<file path="src/hdl/xrng_pkg.sv">
// Shared constants, types and state encodings for the xoshiro128++ bounded RNG.
package xrng_pkg;

  localparam int unsigned WORD_W = 32;

  localparam logic [WORD_W-1:0] MIX_INC      = 32'h9E37_79B9;
  localparam logic [WORD_W-1:0] MIX_MUL_A    = 32'h85EB_CA6B;
  localparam logic [WORD_W-1:0] MIX_MUL_B    = 32'hC2B2_AE35;
  localparam logic [WORD_W-1:0] SEED_DEFAULT = 32'h1D2C_6A5F;
  localparam logic [WORD_W-1:0] ALL_ONES     = 32'hFFFF_FFFF;
  localparam logic [WORD_W-1:0] SIGN_BIT     = 32'h8000_0000;

  // request codes
  localparam logic CMD_RAW   = 1'b0;
  localparam logic CMD_RANGE = 1'b1;

  // seed expansion phases
  typedef enum logic [2:0] {
    SP_IDLE,
    SP_ADD,
    SP_MULA,
    SP_MULB,
    SP_OUT,
    SP_FIN
  } seed_phase_t;

  // main sequencer states
  typedef enum logic [2:0] {
    ST_RESEED,
    ST_SEED,
    ST_IDLE,
    ST_DECODE,
    ST_LIMIT,
    ST_DRAW,
    ST_MOD,
    ST_DELIVER
  } ctl_state_t;

  // state word writes from the seed expander
  typedef struct packed {
    logic              en;
    logic [1:0]        idx;
    logic [WORD_W-1:0] data;
    logic              done;
  } seed_wr_t;

endpackage

</file>
<file path="src/hdl/xrng_div.sv">
// Iterative restoring remainder unit: one quotient bit per cycle.
module xrng_div (
  input  logic                       clk,
  input  logic                       rst,
  input  logic                       start,
  input  logic [xrng_pkg::WORD_W-1:0] dividend,
  input  logic [xrng_pkg::WORD_W-1:0] divisor,
  output logic                       done,
  output logic [xrng_pkg::WORD_W-1:0] rem
);
  import xrng_pkg::*;

  localparam int unsigned CNT_W = $clog2(WORD_W);

  logic              busy;
  logic [CNT_W-1:0]  cnt;
  logic [WORD_W-1:0] dq;
  logic [WORD_W-1:0] divr;
  logic [WORD_W:0]   trial;
  logic [WORD_W:0]   diff;

  assign trial = {rem, dq[WORD_W-1]};
  assign diff  = trial - {1'b0, divr};

  always_ff @(posedge clk) begin
    if (rst) begin
      busy <= 1'b0;
      done <= 1'b0;
      cnt  <= '0;
    end else begin
      done <= 1'b0;
      if (start) begin
        busy <= 1'b1;
        cnt  <= '0;
      end else if (busy) begin
        cnt <= cnt + 1'b1;
        if (cnt == CNT_W'(WORD_W - 1)) begin
          busy <= 1'b0;
          done <= 1'b1;
        end
      end
    end
  end

  always_ff @(posedge clk) begin
    if (start) begin
      dq   <= dividend;
      divr <= divisor;
      rem  <= '0;
    end else if (busy) begin
      dq <= {dq[WORD_W-2:0], 1'b0};
      if (!diff[WORD_W]) begin
        rem <= diff[WORD_W-1:0];
      end else begin
        rem <= trial[WORD_W-1:0];
      end
    end
  end

endmodule

</file>
<file path="src/hdl/xrng_seeder.sv">
// SplitMix32-style seed expander sharing one 32x32 multiplier over the steps.
module xrng_seeder (
  input  logic                        clk,
  input  logic                        rst,
  input  logic                        start,
  input  logic [xrng_pkg::WORD_W-1:0] seed_val,
  output xrng_pkg::seed_wr_t          wr
);
  import xrng_pkg::*;

  seed_phase_t       ph, ph_next;
  logic [WORD_W-1:0] acc;
  logic [WORD_W-1:0] z;
  logic [1:0]        idx;
  logic [WORD_W-1:0] acc_sum;
  logic [WORD_W-1:0] mul_in;
  logic [WORD_W-1:0] mul_k;
  logic [WORD_W-1:0] prod;

  assign acc_sum = acc + MIX_INC;
  assign mul_in  = (ph == SP_MULA) ? z : (z ^ (z >> 13));
  assign mul_k   = (ph == SP_MULA) ? MIX_MUL_A : MIX_MUL_B;
  assign prod    = mul_in * mul_k;

  always_ff @(posedge clk) begin
    if (rst) begin
      ph <= SP_IDLE;
    end else begin
      ph <= ph_next;
    end
  end

  always_ff @(posedge clk) begin
    unique case (ph)
      SP_IDLE: begin
        if (start) begin
          acc <= (seed_val != '0) ? seed_val : SEED_DEFAULT;
          idx <= '0;
        end
      end
      SP_ADD: begin
        acc <= acc_sum;
        z   <= acc_sum ^ (acc_sum >> 16);
      end
      SP_MULA, SP_MULB: begin
        z <= prod;
      end
      SP_OUT: begin
        idx <= idx + 1'b1;
      end
      SP_FIN: begin
      end
      default: begin
      end
    endcase
  end

  always_comb begin
    ph_next = ph;
    wr.en   = 1'b0;
    wr.idx  = idx;
    wr.data = z ^ (z >> 16);
    wr.done = 1'b0;
    unique case (ph)
      SP_IDLE: if (start) ph_next = SP_ADD;
      SP_ADD:  ph_next = SP_MULA;
      SP_MULA: ph_next = SP_MULB;
      SP_MULB: ph_next = SP_OUT;
      SP_OUT: begin
        wr.en   = 1'b1;
        ph_next = (idx == 2'd3) ? SP_FIN : SP_ADD;
      end
      SP_FIN: begin
        wr.done = 1'b1;
        ph_next = SP_IDLE;
      end
      default: ph_next = SP_IDLE;
    endcase
  end

endmodule

</file>
<file path="src/hdl/xoshiro128pp_bounded_rng.sv">
// Top level of the xoshiro128++ generator with raw and bounded-range draws.
//
// Each request word gives one result word. A raw request (cmd 0) or a range
// whose span is the full 2^32 loads its result at decode and goes straight
// to delivery; an empty or inverted range (high_bound <= low_bound) returns
// low_bound the same way without advancing the generator. A proper range
// draw first finds the span's rejection limit, then draws words until one
// falls below that limit, then reduces that word: the limit and the final
// reduction each pass through the shared restoring remainder unit, which
// sets the rate. After reset and after each seed write the state is
// re-expanded; no request or seed write is taken meanwhile. Writing seed
// reseeds immediately; seed 0 selects the built-in default. A finished
// result sits in the output register while the next request is accepted.
module xoshiro128pp_bounded_rng (
  input  logic                        clk,
  input  logic                        rst,
  input  logic                        in_valid,
  output logic                        in_ready,
  input  logic                        cmd,
  input  logic signed [xrng_pkg::WORD_W-1:0] low_bound,
  input  logic signed [xrng_pkg::WORD_W-1:0] high_bound,
  output logic                        out_valid,
  input  logic                        out_ready,
  output logic [xrng_pkg::WORD_W-1:0] value,
  input  logic                        cfg_valid,
  output logic                        cfg_ready,
  input  logic [xrng_pkg::WORD_W-1:0] seed
);
  import xrng_pkg::*;

  function automatic logic [WORD_W-1:0] rotl(input logic [WORD_W-1:0] x,
                                             input int unsigned n);
    rotl = (x << n) | (x >> (WORD_W - n));
  endfunction

  ctl_state_t        st, st_next;
  logic [WORD_W-1:0] seed_reg;
  logic [WORD_W-1:0] s0, s1, s2, s3;
  logic              cmd_r;
  logic [WORD_W-1:0] lo_r, hi_r;
  logic [WORD_W-1:0] span_r;
  logic [WORD_W-1:0] limit_r;
  logic [WORD_W-1:0] res_r;

  // generator step, combinational from the state words
  logic [WORD_W-1:0] nw;
  logic [WORD_W-1:0] t0, t1, t2, t3;

  // decode of a registered request
  logic              empty_rng;
  logic [WORD_W-1:0] span;

  // control
  logic              in_fire, cfg_fire, deliver;
  logic              adv;
  logic              seed_start;
  logic              div_start;
  logic [WORD_W-1:0] div_a, div_b;
  logic              div_done;
  logic [WORD_W-1:0] div_rem;
  seed_wr_t          seed_wr;

  assign nw = rotl(s0 + s3, 7) + s0;
  assign t2 = s2 ^ s0;
  assign t3 = s3 ^ s1;
  assign t1 = s1 ^ t2;
  assign t0 = s0 ^ t3;

  assign empty_rng = (hi_r ^ SIGN_BIT) <= (lo_r ^ SIGN_BIT);
  assign span      = hi_r - lo_r + 1'b1;

  assign cfg_ready = (st == ST_IDLE);
  assign in_ready  = (st == ST_IDLE) && !cfg_valid;
  assign in_fire   = in_valid && in_ready;
  assign cfg_fire  = cfg_valid && cfg_ready;

  xrng_seeder u_seeder (
    .clk      (clk),
    .rst      (rst),
    .start    (seed_start),
    .seed_val (seed_reg),
    .wr       (seed_wr)
  );

  xrng_div u_div (
    .clk      (clk),
    .rst      (rst),
    .start    (div_start),
    .dividend (div_a),
    .divisor  (div_b),
    .done     (div_done),
    .rem      (div_rem)
  );

  always_ff @(posedge clk) begin
    if (rst) begin
      st <= ST_RESEED;
    end else begin
      st <= st_next;
    end
  end

  // sequencer: next state and per-cycle strobes
  always_comb begin
    st_next    = st;
    adv        = 1'b0;
    seed_start = 1'b0;
    div_start  = 1'b0;
    div_a      = ALL_ONES;
    div_b      = span;
    deliver    = 1'b0;
    unique case (st)
      ST_RESEED: begin
        seed_start = 1'b1;
        st_next    = ST_SEED;
      end
      ST_SEED: begin
        if (seed_wr.done) st_next = ST_IDLE;
      end
      ST_IDLE: begin
        priority if (cfg_fire) st_next = ST_RESEED;
        else if (in_fire)      st_next = ST_DECODE;
        else                   st_next = ST_IDLE;
      end
      ST_DECODE: begin
        priority if (cmd_r == CMD_RAW) begin
          adv     = 1'b1;
          st_next = ST_DELIVER;
        end else if (empty_rng) begin
          st_next = ST_DELIVER;
        end else if (span == '0) begin
          adv     = 1'b1;
          st_next = ST_DELIVER;
        end else begin
          div_start = 1'b1;
          st_next   = ST_LIMIT;
        end
      end
      ST_LIMIT: begin
        if (div_done) st_next = ST_DRAW;
      end
      ST_DRAW: begin
        adv   = 1'b1;
        div_a = nw;
        div_b = span_r;
        if (nw < limit_r) begin
          div_start = 1'b1;
          st_next   = ST_MOD;
        end
      end
      ST_MOD: begin
        if (div_done) st_next = ST_DELIVER;
      end
      ST_DELIVER: begin
        if (!out_valid || out_ready) begin
          deliver = 1'b1;
          st_next = ST_IDLE;
        end
      end
      default: st_next = ST_RESEED;
    endcase
  end

  always_ff @(posedge clk) begin
    if (rst) begin
      seed_reg <= '0;
    end else if (cfg_fire) begin
      seed_reg <= seed;
    end
  end

  // generator state: written by the expander, or stepped once per drawn word
  always_ff @(posedge clk) begin
    if (seed_wr.en) begin
      unique case (seed_wr.idx)
        2'd0: s0 <= seed_wr.data;
        2'd1: s1 <= seed_wr.data;
        2'd2: s2 <= seed_wr.data;
        2'd3: s3 <= seed_wr.data;
        default: s0 <= seed_wr.data;
      endcase
    end else if (seed_wr.done) begin
      // all-zero state would lock up the generator
      if ((s0 | s1 | s2 | s3) == '0) s0 <= WORD_W'(1);
    end else if (adv) begin
      s0 <= t0;
      s1 <= t1;
      s2 <= t2 ^ (s1 << 9);
      s3 <= rotl(t3, 11);
    end
  end

  always_ff @(posedge clk) begin
    if (in_fire) begin
      cmd_r <= cmd;
      lo_r  <= WORD_W'(unsigned'(low_bound));
      hi_r  <= WORD_W'(unsigned'(high_bound));
    end
    if (st == ST_DECODE) begin
      span_r <= span;
      res_r  <= (cmd_r == CMD_RANGE && empty_rng) ? lo_r : nw;
    end
    if (st == ST_LIMIT && div_done) begin
      limit_r <= ALL_ONES - div_rem;
    end
    if (st == ST_MOD && div_done) begin
      res_r <= lo_r + div_rem;
    end
  end

  // output register
  always_ff @(posedge clk) begin
    if (rst) begin
      out_valid <= 1'b0;
    end else if (deliver) begin
      out_valid <= 1'b1;
    end else if (out_ready) begin
      out_valid <= 1'b0;
    end
  end

  always_ff @(posedge clk) begin
    if (deliver) value <= res_r;
  end

`ifndef SYNTH
  a_state_nonzero: assert property (@(posedge clk) disable iff (rst)
    st == ST_IDLE |-> (s0 | s1 | s2 | s3) != '0)
    else $error("generator state is all zero while idle");

  a_div_done_when_waiting: assert property (@(posedge clk) disable iff (rst)
    div_done |-> (st == ST_LIMIT || st == ST_MOD))
    else $error("remainder unit finished outside a wait state");

  a_mod_in_span: assert property (@(posedge clk) disable iff (rst)
    (st == ST_MOD && div_done) |-> div_rem < span_r)
    else $error("reduced word not below span");

  a_cfg_reseeds: assert property (@(posedge clk) disable iff (rst)
    cfg_fire |=> st == ST_RESEED)
    else $error("seed write did not restart expansion");
`endif

endmodule
</file>
<file path="config.mk">
export PLATFORM = sky130hd
export DESIGN_NAME = xoshiro128pp_bounded_rng
export DESIGN_NICKNAME = d
export VERILOG_FILES = /design/src/hdl/xrng_pkg.sv /design/src/hdl/xrng_div.sv /design/src/hdl/xrng_seeder.sv /design/src/hdl/xoshiro128pp_bounded_rng.sv
export SDC_FILE = /design/constraint.sdc
export NUM_CORES = 2
export LEC_CHECK = 0
export ABC_AREA = 1
export BUFFER_PORTS_ARGS = -buffer_cell sky130_fd_sc_hd__clkbuf_2
export CORE_ASPECT_RATIO = 1.5
export CORE_UTILIZATION = 51
export DETAILED_ROUTE_END_ITERATION = 6
export PLACE_DENSITY = 0.71
export SLEW_MARGIN = 20
export SYNTH_ARGS = -nofsm -noshare
export SYNTH_HDL_FRONTEND = slang
export SYNTH_SLANG_ARGS = --single-unit
</file>
<file path="constraint.sdc">
create_clock -name clk -period 14.7 [get_ports clk]
set_clock_uncertainty 0.05 [all_clocks]
set_input_delay 1.47 -clock clk [delete_from_list [all_inputs] [get_ports clk]]
set_output_delay 1.47 -clock clk [all_outputs]
set_load 0.01 [all_outputs]
</file>
==> metrics.yaml <==
grt:
  grt_pass1_vias: 38600
  grt_max_degree: 92
  gr-total-overflow: 0
  antenna_found_initial: 2
  grt_pass1_wl_um: 231000
  grtUsageTotal: 0.343
clocking:
  clk_pin_slew_ns: 0.07
  hold_buffers: 0
  cts_buffers: 52
  cts.repair.resized: 0
  htree_levels: 2
  insertion_delay_ns: 0.66
  cts_sinks: 529
  root_buffer: "clkbuf_16"
  cts_tree: "yes"
  clockBufferDepth: 3
  cts_setup_buffers: 0
drt:
  wl_met2_um: 79200
  first_iter_violations: 2605
  drc: 0
  firstDrtPassIters: 6
  drt_wl_total_um: 156000
  route.met3.wl_um: 7060
  vias: 37900
  avgViaCountPerCell: 5.55
  wirelength_met1_um: 51900
  ant_nets: 0
  routed.top_layer: "met5"
  drt-wirelength-per-cell_um: 22.8
timing:
  hold_viol_final: 0
  setup_tns_ns: 0
  rsz0062_at_grt: "false"
  maxSlewViolCount: 0
  hold_slack_ns: 0.366
  setup_viol: 0
  fmax_mhz: 112
  slew_headroom: 0.307
  fin_ws_ns: 5.77
  min_period_ns: 8.93
  worstMarginPinSlew_ns: 1.04
  period_share: 0.608
floorplanning:
  core.rowCount: 135
  die_h_um: 371
  fp.coreArea_mm2: 0.0900
  initial_utilization: 0.514
  fp.dieArea_mm2: 0.0920
  dieWidth_um: 248
  io_pins: 137
synth:
  netlist_instances: 5505
  synth_area_mm2: 0.0463
  synth.avg_cell_area_um2: 8.41
  ys_warn_count: 0
  synth_edf_count: 451
  synthArstFlopShare: 0
  synth_cell_type_count: 56
  synth_seq_area_share: 0.326
  synth-main-ff-cell: "edfxtp_1"
  synth_seq_cells: 529
hold_path:
  hp-class: "flip-flop to flip-flop"
placement:
  numPortBuffers: 136
  hpwlAfterDp_um: 130000
  place.gp.congestion: 1.03
  post-place-ws_ns: 5.85
layout:
  nFillCells: 8363
  multiInputGateArea_mm2: 0.0270
  regArea_mm2: 0.0151
  areaGrowthSynthToFinish_pct: 8.38
  drive_gt1_frac: 0.0726
  final_nets: 6486
worst_setup_path:
  crit_family: "adder cells"
  worst-setup-path-type: "flip-flop to flip-flop"
  worstPathArrival_ns: 9.27
  cp_slowest_stage_delay_ns: 0.65
  crit_slowest_cell: "fa_1"
  cpMostUsedCell: "inv_1"
  cp-end-kind: "flip-flop"
  critPathLaunchType: "flip-flop"
  crit_buf_inv: 8
  cp_max_fo: 21
  cp.required_ns: 15.04
status:
  status: "complete, no violations"
flow_run:
  drv_cap: 0
## cell usage after synthesis, types with 9 or more instances
master | number | area (um2)
nor3_1 | 23 | 115
o21bai_1 | 26 | 195
o21ai_0 | 410 | 2050
o211ai_1 | 43 | 323
nand2_2 | 11 | 68.8
nand2_1 | 1066 | 4000
a21oi_1 | 319 | 1600
inv_1 | 974 | 3660
inv_2 | 15 | 56.3
ha_1 | 452 | 5660
and2_1 | 9 | 56.3
a31oi_1 | 34 | 213
fa_1 | 309 | 6190
o21a_1 | 10 | 75.1
dfxtp_1 | 78 | 1560
a21oi_2 | 28 | 245
nor2_2 | 19 | 119
nor2_1 | 534 | 2000
edfxtp_1 | 451 | 13500
nand4_1 | 34 | 213
clkbuf_1 | 101 | 379
xor2_1 | 131 | 1150
nand3_1 | 139 | 696
a21o_1 | 17 | 128
nor4_1 | 37 | 231
xnor2_1 | 79 | 692
or2_2 | 61 | 382
## per-layer routing
metal / up-vias / track usage
li1: 18100 / -
met1: 17900 / 0.340
met2: 1313 / 0.615
met3: 535 / 0.0345
met4: 2 / 0.331
met5: - / 0
## layout make-up
class / instances / share of cell area
Timing Repair Buffer: 181 / 0.0207
Sequential cell: 529 / 0.301
Antenna cell: 1 / 0.0000499
Clock buffer: 62 / 0.0267
Inverter: 993 / 0.0743
Multi-Input combinational cell: 3866 / 0.539
Clock inverter: 34 / 0.00953
Tap cell: 1164 / 0.0290
## worst register-to-register path, delay by kind of cell, from the launching register on
kind | cells | cell delay [ns]
xor+xnor | 1 | 0.55
compound gates | 5 | 0.88
fa+ha+maj | 9 | 3.98
simple gates | 10 | 1.31
flops | 1 | 0.35
buf+inv | 8 | 1.56
## per-stage QoR
stage | utilization | instance area [um2] | cells
detailed placement | 0.537 | 48300 | 6732
floorplan | - | 46300 | 5506
CTS | 0.557 | 50100 | 6828
global placement | 0.537 | 48300 | 6732
finish | 0.557 | 50200 | 6830
global route | 0.557 | 50200 | 6829
## path summary, 6_finish.rpt
kind	slack, ns	start	cells past startpoint	to
setup / recovery	5.77	u_seeder.ph[2]	33	u_seeder.z[28]
hold / removal	0.37	res_r[29]	0	value[29]
hold reg to reg	0.37	res_r[29]	0	value[29]
setup reg to reg	5.77	u_seeder.ph[2]	33	u_seeder.z[28]
## kinds of logic (layout without fill, tap and decap cells)
group | after synthesis | after routing | synth area share
compound gates | 940 | 940 | 0.113
xor+xnor | 210 | 210 | 0.0397
fa+ha+maj | 761 | 761 | 0.256
buf+inv | 1111 | 1270 | 0.0911
flops | 529 | 529 | 0.326
mux | 2 | 2 | 0.000433
other cells | 1 | 3 | 0.0000810
simple gates | 1951 | 1951 | 0.173
## placed cells by master (no fill, tap or decap), types with 9 or more instances in the layout
cell and n:
a21o_1 17, nor3_1 22, inv_1 973, dfxtp_1 78, nand3_1 139, xnor2_1 79, or2_2 61, o21ai_0 409
clkbuf_2 136, clkbuf_16 52, o211ai_1 43, a21oi_1 319, nor2_1 528, bufinv_16 10, nand2_2 10, clkinv_1 11
edfxtp_1 451, buf_4 44, nand2_1 1066, a31oi_1 34, o21a_1 10, o21bai_1 26, nor2_2 22, clkbuf_1 10
ha_1 452, fa_1 309, xor2_1 131, and2_1 9, nor4_1 37, a21oi_2 28, inv_2 16, nand4_1 34
Power is left out: the tool's default activity adds up to more than one toggle a clock period on the data nets, which glitch-free logic cannot reach.
